File: src/sv/fbsl_pkg.sv
package fbsl_pkg;

	// field and datapath widths
	localparam int DATA_W = 32;
	localparam int OPER_W = 34;
	localparam int QUO_W  = 31;
	localparam int CNT_W  = $clog2(QUO_W);

	typedef logic signed [DATA_W-1:0] data_t;
	typedef logic signed [OPER_W-1:0] oper_t;
	typedef logic [OPER_W-1:0]        mag_t;
	typedef logic [QUO_W-1:0]         quo_t;

	// one in Q1.30 and the extreme reset values
	localparam quo_t  Q30_ONE  = quo_t'(1) << (QUO_W - 1);
	localparam data_t DATA_MAX = {1'b0, {(DATA_W-1){1'b1}}};
	localparam data_t DATA_MIN = {1'b1, {(DATA_W-1){1'b0}}};

	// top level sequencer
	typedef enum logic [2:0] {
		ST_IDLE,
		ST_ELEM_DIV,
		ST_FIN_LOW,
		ST_LOW_DIV,
		ST_FIN_HIGH,
		ST_HIGH_DIV,
		ST_EMIT
	} top_state_t;

	// serial divider sequencer
	typedef enum logic [1:0] {
		DV_IDLE,
		DV_SIGN,
		DV_CHECK,
		DV_ITER
	} div_state_t;

	typedef struct packed {
		logic  start;
		oper_t num;
		oper_t den;
	} div_req_t;

	typedef struct packed {
		logic done;
		quo_t cand;
		logic err;
	} div_res_t;

	typedef struct packed {
		logic beat;
		logic clr;
		logic bump_low;
		logic bump_high;
		logic clear_ext;
	} stats_ctrl_t;

endpackage

File: src/sv/fraction_bound_step_limiter_core.sv
// channel  direction  handshake            payload
// in       input      in_valid / in_stall  old_fraction, new_fraction, last_element,
//                                          clear_statistics
// out      output     out_valid / out_stall reduction_factor, low_corrections,
//                                          high_corrections, smallest_new, largest_new,
//                                          bound_error
// cfg      input      cfg_valid / cfg_ready robust_mode
//
// an element with no division leaves the sequencer idle for the next element; a division
// stalls the input for a sign check, a range check, 31 quotient bits and the result, and
// ends early after the sign or range check; a last element adds two end checks (low, high),
// a low (non-robust) and a high division when needed, and the load of the output register
// arst_n clears the sequencer, the running factor, the counters and the extremes
// a held result stalls the input once the next result is waiting to be emitted
module fraction_bound_step_limiter_core #(
	parameter int FRACTION_BITS = 28,
	parameter int COUNT_WIDTH   = 24
) (
	input  logic                    clk,
	input  logic                    arst_n,

	input  logic                    cfg_valid,
	output logic                    cfg_ready,
	input  logic                    robust_mode,

	input  logic                    in_valid,
	output logic                    in_stall,
	input  fbsl_pkg::data_t         old_fraction,
	input  fbsl_pkg::data_t         new_fraction,
	input  logic                    last_element,
	input  logic                    clear_statistics,

	output logic                    out_valid,
	input  logic                    out_stall,
	output fbsl_pkg::quo_t          reduction_factor,
	output logic [COUNT_WIDTH-1:0]  low_corrections,
	output logic [COUNT_WIDTH-1:0]  high_corrections,
	output fbsl_pkg::data_t         smallest_new,
	output fbsl_pkg::data_t         largest_new,
	output logic                    bound_error
);

	localparam int EXT_W = fbsl_pkg::OPER_W - fbsl_pkg::DATA_W;
	localparam fbsl_pkg::oper_t ONE_Q = fbsl_pkg::oper_t'(1) << FRACTION_BITS;

	fbsl_pkg::top_state_t state_q, state_d;

	logic            robust_q;
	logic            last_q;
	fbsl_pkg::quo_t  rf_q;
	logic            err_q;

	logic                   out_valid_q;
	fbsl_pkg::quo_t         rf_out_q;
	logic [COUNT_WIDTH-1:0] low_out_q, high_out_q;
	fbsl_pkg::data_t        min_out_q, max_out_q;
	logic                   err_out_q;

	fbsl_pkg::div_req_t    div_req;
	fbsl_pkg::div_res_t    div_res;
	fbsl_pkg::stats_ctrl_t st_ctrl;

	fbsl_pkg::data_t        min_new, old_at_min, max_new, old_at_max;
	logic [COUNT_WIDTH-1:0] low_cnt, high_cnt;

	logic            accept, elem_neg, emit;
	fbsl_pkg::oper_t old_ext, new_ext, min_ext, oam_ext, max_ext, oax_ext;

	// configuration register
	assign cfg_ready = 1'b1;

	always_ff @(posedge clk or negedge arst_n) begin
		if (!arst_n) begin
			robust_q <= 1'b1;
		end else if (cfg_valid && cfg_ready) begin
			robust_q <= robust_mode;
		end
	end

	// sign-extended operands
	always_comb begin
		old_ext = {{EXT_W{old_fraction[fbsl_pkg::DATA_W-1]}}, old_fraction};
		new_ext = {{EXT_W{new_fraction[fbsl_pkg::DATA_W-1]}}, new_fraction};
		min_ext = {{EXT_W{min_new[fbsl_pkg::DATA_W-1]}}, min_new};
		oam_ext = {{EXT_W{old_at_min[fbsl_pkg::DATA_W-1]}}, old_at_min};
		max_ext = {{EXT_W{max_new[fbsl_pkg::DATA_W-1]}}, max_new};
		oax_ext = {{EXT_W{old_at_max[fbsl_pkg::DATA_W-1]}}, old_at_max};
	end

	// sequencer: next state, divider requests and stats control
	always_comb begin
		state_d           = state_q;
		in_stall          = (state_q != fbsl_pkg::ST_IDLE);
		accept            = in_valid && !in_stall;
		elem_neg          = robust_q && new_fraction[fbsl_pkg::DATA_W-1];
		emit              = 1'b0;
		div_req.start     = 1'b0;
		div_req.num       = old_ext;
		div_req.den       = old_ext - new_ext;
		st_ctrl.beat      = 1'b0;
		st_ctrl.clr       = clear_statistics;
		st_ctrl.bump_low  = 1'b0;
		st_ctrl.bump_high = 1'b0;
		st_ctrl.clear_ext = 1'b0;
		case (state_q)
			fbsl_pkg::ST_IDLE: begin
				if (accept) begin
					st_ctrl.beat     = 1'b1;
					st_ctrl.bump_low = elem_neg;
					div_req.start    = elem_neg;
					if (elem_neg) begin
						state_d = fbsl_pkg::ST_ELEM_DIV;
					end else if (last_element) begin
						state_d = fbsl_pkg::ST_FIN_LOW;
					end
				end
			end
			fbsl_pkg::ST_ELEM_DIV: begin
				if (div_res.done) begin
					state_d = last_q ? fbsl_pkg::ST_FIN_LOW : fbsl_pkg::ST_IDLE;
				end
			end
			fbsl_pkg::ST_FIN_LOW: begin
				div_req.num = oam_ext;
				div_req.den = oam_ext - min_ext;
				if (!robust_q && min_new[fbsl_pkg::DATA_W-1]) begin
					st_ctrl.bump_low = 1'b1;
					div_req.start    = 1'b1;
					state_d          = fbsl_pkg::ST_LOW_DIV;
				end else begin
					state_d = fbsl_pkg::ST_FIN_HIGH;
				end
			end
			fbsl_pkg::ST_LOW_DIV: begin
				if (div_res.done) state_d = fbsl_pkg::ST_FIN_HIGH;
			end
			fbsl_pkg::ST_FIN_HIGH: begin
				div_req.num = ONE_Q - oax_ext;
				div_req.den = max_ext - oax_ext;
				if (max_ext > ONE_Q) begin
					st_ctrl.bump_high = 1'b1;
					div_req.start     = 1'b1;
					state_d           = fbsl_pkg::ST_HIGH_DIV;
				end else begin
					state_d = fbsl_pkg::ST_EMIT;
				end
			end
			fbsl_pkg::ST_HIGH_DIV: begin
				if (div_res.done) state_d = fbsl_pkg::ST_EMIT;
			end
			fbsl_pkg::ST_EMIT: begin
				if (!out_valid_q || !out_stall) begin
					emit              = 1'b1;
					st_ctrl.clear_ext = 1'b1;
					state_d           = fbsl_pkg::ST_IDLE;
				end
			end
			default: state_d = fbsl_pkg::ST_IDLE;
		endcase
	end

	always_ff @(posedge clk or negedge arst_n) begin
		if (!arst_n) begin
			state_q <= fbsl_pkg::ST_IDLE;
		end else begin
			state_q <= state_d;
		end
	end

	always_ff @(posedge clk) begin
		if (accept) last_q <= last_element;
	end

	// running factor keeps the smallest candidate of the vector
	always_ff @(posedge clk or negedge arst_n) begin
		if (!arst_n) begin
			rf_q  <= fbsl_pkg::Q30_ONE;
			err_q <= 1'b0;
		end else if (emit) begin
			rf_q  <= fbsl_pkg::Q30_ONE;
			err_q <= 1'b0;
		end else if (div_res.done) begin
			if (div_res.cand < rf_q) rf_q <= div_res.cand;
			err_q <= err_q || div_res.err;
		end
	end

	// output register, one result beat
	always_ff @(posedge clk or negedge arst_n) begin
		if (!arst_n) begin
			out_valid_q <= 1'b0;
		end else if (emit) begin
			out_valid_q <= 1'b1;
		end else if (!out_stall) begin
			out_valid_q <= 1'b0;
		end
	end

	always_ff @(posedge clk) begin
		if (emit) begin
			rf_out_q   <= rf_q;
			low_out_q  <= low_cnt;
			high_out_q <= high_cnt;
			min_out_q  <= min_new;
			max_out_q  <= max_new;
			err_out_q  <= err_q;
		end
	end

	assign out_valid        = out_valid_q;
	assign reduction_factor = rf_out_q;
	assign low_corrections  = low_out_q;
	assign high_corrections = high_out_q;
	assign smallest_new     = min_out_q;
	assign largest_new      = max_out_q;
	assign bound_error      = err_out_q;

	fbsl_divider u_divider (
		.clk    (clk),
		.arst_n (arst_n),
		.req    (div_req),
		.res    (div_res)
	);

	fbsl_stats #(
		.COUNT_WIDTH (COUNT_WIDTH)
	) u_stats (
		.clk        (clk),
		.arst_n     (arst_n),
		.ctrl       (st_ctrl),
		.old_val    (old_fraction),
		.new_val    (new_fraction),
		.min_new    (min_new),
		.old_at_min (old_at_min),
		.max_new    (max_new),
		.old_at_max (old_at_max),
		.low_cnt    (low_cnt),
		.high_cnt   (high_cnt)
	);

`ifndef SYNTHESIS
	// factor never exceeds one
	a_factor_bound: assert property (@(posedge clk) disable iff (!arst_n)
		rf_q <= fbsl_pkg::Q30_ONE)
		else $error("running factor above one");

	// divider answers only while the sequencer waits for it
	a_div_wait: assert property (@(posedge clk) disable iff (!arst_n)
		div_res.done |-> (state_q == fbsl_pkg::ST_ELEM_DIV ||
		                  state_q == fbsl_pkg::ST_LOW_DIV ||
		                  state_q == fbsl_pkg::ST_HIGH_DIV))
		else $error("divider result outside a wait state");

	// a new result never overwrites one still held
	a_no_overwrite: assert property (@(posedge clk) disable iff (!arst_n)
		emit |-> (!out_valid_q || !out_stall))
		else $error("result overwritten while stalled");

	// low counter only grows unless cleared
	a_low_mono: assert property (@(posedge clk) disable iff (!arst_n)
		!(accept && clear_statistics) |=> low_cnt >= $past(low_cnt))
		else $error("low counter decreased");
`endif

endmodule

File: src/sv/fbsl_divider.sv
module fbsl_divider (
	input  logic                clk,
	input  logic                arst_n,
	input  fbsl_pkg::div_req_t  req,
	output fbsl_pkg::div_res_t  res
);

	fbsl_pkg::div_state_t state_q, state_d;

	fbsl_pkg::oper_t num_q, den_q;
	fbsl_pkg::mag_t  un_q, ud_q;
	logic [fbsl_pkg::OPER_W:0]   rem_q;
	fbsl_pkg::quo_t  quo_q;
	logic [fbsl_pkg::CNT_W-1:0]  cnt_q;
	logic            done_q;
	logic            err_q;
	fbsl_pkg::quo_t  cand_q;

	logic            num_neg, den_neg, num_zero, den_zero, sign_bad, early_out;
	fbsl_pkg::mag_t  un_abs, ud_abs;
	logic            over;
	logic            rem_ge;
	logic [fbsl_pkg::OPER_W:0]   rem_sub;
	logic            last_step;

	// operand signs and magnitudes
	always_comb begin
		num_neg   = num_q[fbsl_pkg::OPER_W-1];
		den_neg   = den_q[fbsl_pkg::OPER_W-1];
		num_zero  = (num_q == '0);
		den_zero  = (den_q == '0);
		sign_bad  = !num_zero && (num_neg != den_neg);
		early_out = den_zero || sign_bad;
		un_abs    = fbsl_pkg::mag_t'(num_neg ? -num_q : num_q);
		ud_abs    = fbsl_pkg::mag_t'(den_neg ? -den_q : den_q);
		over      = (un_q > ud_q);
	end

	// one quotient bit per cycle: compare, subtract, shift
	always_comb begin
		rem_ge    = (rem_q >= {1'b0, ud_q});
		rem_sub   = rem_ge ? (rem_q - {1'b0, ud_q}) : rem_q;
		last_step = (cnt_q == fbsl_pkg::CNT_W'(fbsl_pkg::QUO_W - 1));
	end

	// next state
	always_comb begin
		state_d = state_q;
		case (state_q)
			fbsl_pkg::DV_IDLE: begin
				if (req.start) state_d = fbsl_pkg::DV_SIGN;
			end
			fbsl_pkg::DV_SIGN: begin
				state_d = early_out ? fbsl_pkg::DV_IDLE : fbsl_pkg::DV_CHECK;
			end
			fbsl_pkg::DV_CHECK: begin
				state_d = over ? fbsl_pkg::DV_IDLE : fbsl_pkg::DV_ITER;
			end
			fbsl_pkg::DV_ITER: begin
				if (last_step) state_d = fbsl_pkg::DV_IDLE;
			end
			default: state_d = fbsl_pkg::DV_IDLE;
		endcase
	end

	// state and done pulse
	always_ff @(posedge clk or negedge arst_n) begin
		if (!arst_n) begin
			state_q <= fbsl_pkg::DV_IDLE;
			done_q  <= 1'b0;
		end else begin
			state_q <= state_d;
			done_q  <= ((state_q == fbsl_pkg::DV_SIGN) && early_out) ||
			           ((state_q == fbsl_pkg::DV_CHECK) && over) ||
			           ((state_q == fbsl_pkg::DV_ITER) && last_step);
		end
	end

	// datapath
	always_ff @(posedge clk) begin
		case (state_q)
			fbsl_pkg::DV_IDLE: begin
				if (req.start) begin
					num_q <= req.num;
					den_q <= req.den;
				end
			end
			fbsl_pkg::DV_SIGN: begin
				if (early_out) begin
					err_q  <= 1'b1;
					cand_q <= '0;
				end else begin
					un_q <= un_abs;
					ud_q <= ud_abs;
				end
			end
			fbsl_pkg::DV_CHECK: begin
				if (over) begin
					err_q  <= 1'b1;
					cand_q <= fbsl_pkg::Q30_ONE;
				end else begin
					rem_q <= {1'b0, un_q};
					cnt_q <= '0;
				end
			end
			fbsl_pkg::DV_ITER: begin
				rem_q <= {rem_sub[fbsl_pkg::OPER_W-1:0], 1'b0};
				quo_q <= {quo_q[fbsl_pkg::QUO_W-2:0], rem_ge};
				cnt_q <= cnt_q + fbsl_pkg::CNT_W'(1);
				if (last_step) begin
					err_q  <= 1'b0;
					cand_q <= {quo_q[fbsl_pkg::QUO_W-2:0], rem_ge};
				end
			end
			default: begin
			end
		endcase
	end

	assign res.done = done_q;
	assign res.cand = cand_q;
	assign res.err  = err_q;

endmodule

File: src/sv/fbsl_stats.sv
module fbsl_stats #(
	parameter int COUNT_WIDTH = 24
) (
	input  logic                    clk,
	input  logic                    arst_n,
	input  fbsl_pkg::stats_ctrl_t   ctrl,
	input  fbsl_pkg::data_t         old_val,
	input  fbsl_pkg::data_t         new_val,
	output fbsl_pkg::data_t         min_new,
	output fbsl_pkg::data_t         old_at_min,
	output fbsl_pkg::data_t         max_new,
	output fbsl_pkg::data_t         old_at_max,
	output logic [COUNT_WIDTH-1:0]  low_cnt,
	output logic [COUNT_WIDTH-1:0]  high_cnt
);

	fbsl_pkg::data_t min_q, oam_q, max_q, oax_q;
	logic [COUNT_WIDTH-1:0] low_q, high_q;

	logic                   clr;
	logic [COUNT_WIDTH-1:0] low_base, high_base, low_next, high_next;
	fbsl_pkg::data_t        min_base, oam_base, max_base, oax_base;
	logic                   take_min, take_max;

	// clear applies before the beat's own update
	always_comb begin
		clr       = ctrl.beat && ctrl.clr;
		low_base  = clr ? '0 : low_q;
		high_base = clr ? '0 : high_q;
		low_next  = (ctrl.bump_low && (low_base != '1)) ?
		            low_base + COUNT_WIDTH'(1) : low_base;
		high_next = (ctrl.bump_high && (high_base != '1)) ?
		            high_base + COUNT_WIDTH'(1) : high_base;
		min_base  = clr ? fbsl_pkg::DATA_MAX : min_q;
		oam_base  = clr ? '0 : oam_q;
		max_base  = clr ? fbsl_pkg::DATA_MIN : max_q;
		oax_base  = clr ? '0 : oax_q;
		take_min  = (new_val < min_base);
		take_max  = (new_val > max_base);
	end

	// counters and extremes, ties keep the earlier element
	always_ff @(posedge clk or negedge arst_n) begin
		if (!arst_n) begin
			low_q  <= '0;
			high_q <= '0;
			min_q  <= fbsl_pkg::DATA_MAX;
			oam_q  <= '0;
			max_q  <= fbsl_pkg::DATA_MIN;
			oax_q  <= '0;
		end else begin
			low_q  <= low_next;
			high_q <= high_next;
			if (ctrl.clear_ext) begin
				min_q <= fbsl_pkg::DATA_MAX;
				oam_q <= '0;
				max_q <= fbsl_pkg::DATA_MIN;
				oax_q <= '0;
			end else if (ctrl.beat) begin
				min_q <= take_min ? new_val : min_base;
				oam_q <= take_min ? old_val : oam_base;
				max_q <= take_max ? new_val : max_base;
				oax_q <= take_max ? old_val : oax_base;
			end
		end
	end

	assign min_new    = min_q;
	assign old_at_min = oam_q;
	assign max_new    = max_q;
	assign old_at_max = oax_q;
	assign low_cnt    = low_q;
	assign high_cnt   = high_q;

endmodule

File: config.mk
export PLATFORM = sky130hd
export DESIGN_NAME = fraction_bound_step_limiter_core
export DESIGN_NICKNAME = d
export VERILOG_FILES = /design/src/sv/fbsl_pkg.sv /design/src/sv/fraction_bound_step_limiter_core.sv /design/src/sv/fbsl_divider.sv /design/src/sv/fbsl_stats.sv
export SDC_FILE = /design/constraint.sdc
export NUM_CORES = 1
export LEC_CHECK = 0
export ABC_AREA = 1
export BUFFER_PORTS_ARGS = -buffer_cell sky130_fd_sc_hd__buf_2
export CORE_ASPECT_RATIO = 0.6
export CORE_MARGIN = 5
export CORE_UTILIZATION = 55
export CTS_CLUSTER_SIZE = 20
export DETAILED_ROUTE_END_ITERATION = 8
export PLACE_DENSITY = 0.73
export SLEW_MARGIN = 40
export SYNTH_ARGS = -nofsm -noshare
export SYNTH_HDL_FRONTEND = slang
export SYNTH_SLANG_ARGS = --single-unit
File: constraint.sdc
create_clock -name clk -period 21.7 [get_ports clk]
set_input_delay 0 -clock clk [delete_from_list [all_inputs] [get_ports clk]]
set_output_delay 0 -clock clk [all_outputs]
set_load 0.005 [all_outputs]
==> reports/metrics.csv <==
stage,metric,value,unit
drt,wl_per_cell,19.40,um
drt,first_pass_iters,6,
power_and_ir_drop,power.internal,0.001823,W
power_and_ir_drop,powerDensity,57.44,nW/um^2
timing,worst_slew_pin_slew,0.9103,ns
power_and_ir_drop,vdd_ir_drop_max,57.46,uV
drt,drtIter0Drc,4024,
clocking,cts_hold_buffers,71,
timing,period_share,24.97,%
floorplan,pin_count,219,
clocking,post_cts_resized,0,
clocking,htreeDepth,2,
clocking,cts_tree,yes,
logic_synthesis,synth_cell_types,63,
layout,multi_input_area,17490,sq um
global_routing,busiest_layer,met1,
drt,drcViolationCount,0,
worst_setup_path,endpoint_kind,flip-flop,
worst_setup_path,cpMaxStageDelayCell,buf_4,
worst_setup_path,critPathMaxFanout,65,
placement,port_buffers,217,
worst_setup_path,cp_top_family,buffers and inverters,
global_routing,grt_pass1_vias,29735,
power_and_ir_drop,finalPower,0.002386,W
worst_setup_path,reg2reg_from,state_q[2]$_DFFE_PN0P_,
power_and_ir_drop,comb_power_share,6.5,%
power_and_ir_drop,p_sw_share,23.61,%
worst_setup_path,max_stage_delay,0.68,ns
floorplan,rows,73,
worst_setup_path,crit_path_frequent_cell,nand2_1,
layout,final_layout_size_suffix_gt1_share,9.458,%
timing,max_freq,184.5,MHz
clocking,cts.sinks,597,
global_routing,grt_max_degree,91,
logic_synthesis,synth_seq_cells,597,
drt,routed_wirelength,109200,um
placement,placed_cells,5449,
floorplan,die_area,72460,sq um
timing,fin_ws,16.28,ns
clocking,cts_made_buffers,56,
power_and_ir_drop,power.share.sequential,50.5,%
layout,regArea,16890,sq um
timing,finClkSkew,0.04008,ns
power_and_ir_drop,power.switching,0.0005632,W
worst_setup_path,criticalPathCategory,flip-flop to flip-flop,
worst_setup_path,r2r_end,u_stats.old_at_max[30]$_DFFE_PN0P_,
worst_setup_path,arrival,5.98,ns
power_and_ir_drop,total_leakage_power,18.85,nW
logic_synthesis,ys_seq_area_share,45.82,%
timing,rsz0062_at_grt,no,
worst_setup_path,cp-endpoint,u_stats.old_at_max[30]$_DFFE_PN0P_,
worst_setup_path,crit_buf_inv,6,
placement,gp_congestion,0.9781,
floorplan,start_util,55.58,%
worst_setup_path,reg2reg_depth,19,
layout,instances_no_fill,5627,
logic_synthesis,synth_flop_cell,edfxtp_1,
worst_setup_path,reg2reg_slack,16.28,ns
layout,final_cell_mix,"nand2_1 (1048), inv_1 (529), nor2_1 (381), edfxtp_1 (381), nand3_1 (341)",
global_routing,grt_pass1_wl,169700,um
timing,slew_viol_final,0,
worst_setup_path,crit_path_start_kind,flip-flop,
clocking,cts_root_buf,clkbuf_16,
logic_synthesis,syn_avg_cell_area,8.344,sq um
layout,final_nets,5018,
logic_synthesis,synthCells,4417,
worst_setup_path,required,22.26,ns
layout,final_common_cell,nand2_1,
global_routing,use_met1,46.05,%
logic_synthesis,syn_area,36860,sq um
min_path,hold_path_class,input pin to flip-flop,
drt,viasPerCell,5.705,
layout,fillerInstances,5789,
clocking,clock_latency,0.66,ns
worst_setup_path,startpoint,state_q[2]$_DFFE_PN0P_,
logic_synthesis,async_flop_share,36.18,%
placement,hpwl,82680,um
power_and_ir_drop,clkPwrFrac,43.0,%
worst_setup_path,path_depth,19,
global_routing,antenna_found_initial,2,
timing,layout_min_cycle_time,5.419,ns
clocking,clock_tree.buffer_depth,3,
timing,final.setup.tns,0,ns
timing,hold_viol_final,0,
floorplan,coreArea,66310,sq um
logic_synthesis,synth_edf_count,381,
run_status,status,"complete, no violations",
global_routing,use_met3,6.577,%
timing,finalSetupViolations,0,
drt,vias,32101,
global_routing,track_usage,29.70,%
logic_synthesis,yosysWarningCount,0,
floorplan,die_y,210.5,um
floorplan,die_width,344.2,um
layout,post-route-util,62.65,%
layout,area_growth,12.72,%
flow_run,cap_violations,0,
worst_setup_path,crit_chain,"inv_2, nand4_4, buf_4, buf_4, nand2_1, inv_1, ha_1, nand2_1, nor2_1, nand4_1, nor4_2, nand4_1, nand3_2, buf_4, nand2_1, nand2_1, buf_4, nand2_1, nand2_1",
clocking,post-cts-setup-buffers,0,
clocking,clk_pin_slew,0.07,ns
drt,postRouteAntennaNets,0,
global_routing,gr-usage-met2,42.41,%
global_routing,grt_overflow,0,
placement,post-place-ws,16.60,ns
timing,relSlewSlack,38.77,%
worst reg2reg max path, stage by stage, from the launching register on:
cell     delay (ns)
dfrtp_1        0.45
inv_2          0.11
nand4_4        0.10
buf_4          0.49
buf_4          0.70
nand2_1        0.21
inv_1          0.09
ha_1           0.25
nand2_1        0.10
nor2_1         0.14
nand4_1        0.24
nor4_2         0.48
nand4_1        0.39
nand3_2        0.17
buf_4          0.57
nand2_1        0.13
nand2_1        0.08
buf_4          0.40
nand2_1        0.13
nand2_1        0.08
stage by stage:
stage / hold WS, ns / area [sq um]
3_3_place_gp: 0.1243 / 38820
6_report: 0.09740 / 41540
3_5_place_dp: -0.08236 / 38890
2_1_floorplan: -0.2956 / 36860
5_1_grt: 0.07438 / 41540
4_1_cts: 0.001803 / 41520
sequential cells by signal, indices dropped and copies added (netlist names), 2 cells and up:
| name | cells |
|---|---|
| u_divider.rem_q | 35 |
| u_divider.ud_q | 34 |
| u_divider.un_q | 34 |
| u_divider.den_q | 33 |
| u_divider.num_q | 33 |
| largest_new | 32 |
| smallest_new | 32 |
| u_stats.max_new | 32 |
| u_stats.min_new | 32 |
| u_stats.old_at_max | 32 |
| u_stats.old_at_min | 32 |
| reduction_factor | 31 |
| rf_q | 31 |
| u_divider.cand_q | 31 |
| u_divider.quo_q | 30 |
| high_corrections | 24 |
| low_corrections | 24 |
| u_stats.high_cnt | 24 |
| u_stats.low_cnt | 24 |
| u_divider.cnt_q | 5 |
| state_q | 3 |
| u_divider.state_q | 2 |
synthesized netlist by cell type, types with 3 or more instances:
| master | instances | area [sq um] |
|---|---|---|
| a211oi_1 | 4 | 30.03 |
| a21boi_0 | 9 | 67.56 |
| a21o_1 | 36 | 270.3 |
| a21oi_1 | 277 | 1386 |
| a221oi_1 | 10 | 87.58 |
| a31oi_1 | 16 | 100.1 |
| buf_1 | 15 | 56.30 |
| buf_2 | 35 | 175.2 |
| buf_4 | 6 | 45.04 |
| buf_6 | 5 | 56.30 |
| clkbuf_1 | 56 | 210.2 |
| dfrtp_1 | 182 | 4554 |
| dfstp_2 | 34 | 893.4 |
| edfxtp_1 | 381 | 11440 |
| fa_1 | 4 | 80.08 |
| ha_1 | 264 | 3303 |
| inv_1 | 533 | 2001 |
| inv_2 | 4 | 15.01 |
| nand2_1 | 1051 | 3945 |
| nand2_2 | 6 | 37.54 |
| nand3_1 | 343 | 1717 |
| nand3b_1 | 7 | 52.55 |
| nand4_1 | 75 | 469.2 |
| nor2_1 | 389 | 1460 |
| nor2_4 | 3 | 33.78 |
| nor3_1 | 63 | 315.3 |
| nor3_2 | 6 | 60.06 |
| nor4_1 | 33 | 206.5 |
| o211ai_1 | 36 | 270.3 |
| o21a_1 | 17 | 127.6 |
| o21ai_0 | 260 | 1301 |
| o21ai_1 | 18 | 90.09 |
| o21ai_2 | 3 | 26.28 |
| o21bai_1 | 11 | 82.58 |
| o221ai_1 | 8 | 70.07 |
| o311ai_0 | 6 | 52.55 |
| o31ai_1 | 5 | 37.54 |
| or2_2 | 25 | 156.4 |
| xnor2_1 | 55 | 481.7 |
| xor2_1 | 97 | 849.6 |
power groups by stage:
stage	sequential (W)	combinational, W	clock [W]
after floorplan	0.00123	0.0000796	0
after CTS	0.00120	0.000151	0.00104
after global placement	0.00123	0.000137	0
after global routing	0.00120	0.000169	0.00109
after detailed placement	0.00123	0.000139	0
final	0.00120	0.000155	0.00103
area by class of cell:
class	instances	share of cell area, %
Multi-Input combinational cell	3165	42.10
Sequential cell	597	40.65
Inverter	538	4.867
Clock buffer	81	3.843
Timing Repair Buffer	320	5.072
Clock inverter	25	0.7469
Tap cell	900	2.711
Antenna cell	1	0.006024
worst min-delay path by stage:
| stage | from | endpoint | slack [ns] | cells past startpoint |
|---|---|---|---|---|
| 2_1_floorplan | arst_n | err_q$_DFFE_PN0P_ | -0.30 | 0 |
| 3_3_place_gp | arst_n | rf_q[18]$_DFFE_PN0P_ | 0.12 | 1 |
| 3_5_place_dp | arst_n | rf_q[15]$_DFFE_PN0P_ | -0.08 | 1 |
| 4_1_cts | new_fraction[31] | u_stats.max_new[31]$_DFFE_PN1P_ | 0.002 | 5 |
| 5_1_grt | new_fraction[31] | u_stats.max_new[31]$_DFFE_PN1P_ | 0.07 | 5 |
| 6_report | new_fraction[31] | u_stats.max_new[31]$_DFFE_PN1P_ | 0.1 | 5 |
layer usage:
metal | part of all wire (%) | wire length, um
met1 | 46 | 50280
met2 | 41 | 44250
met3 | 11 | 12040
met4 | 2.4 | 2612
met5 | 0 | 0
cell families after synthesis:
logic type	Yosys count	share of synthesized area [%]
buffers and inverters	656	6.966
AOI/OAI and AO/OA	727	11.11
and+or+nand+nor	2014	23.26
muxes	1	0.03055
xor gates and xnor gates	152	3.612
other	2	0.02038
adders and majority gates	268	9.180
DFF	597	45.82
Note: power is estimated with default switching activity, not from simulation.
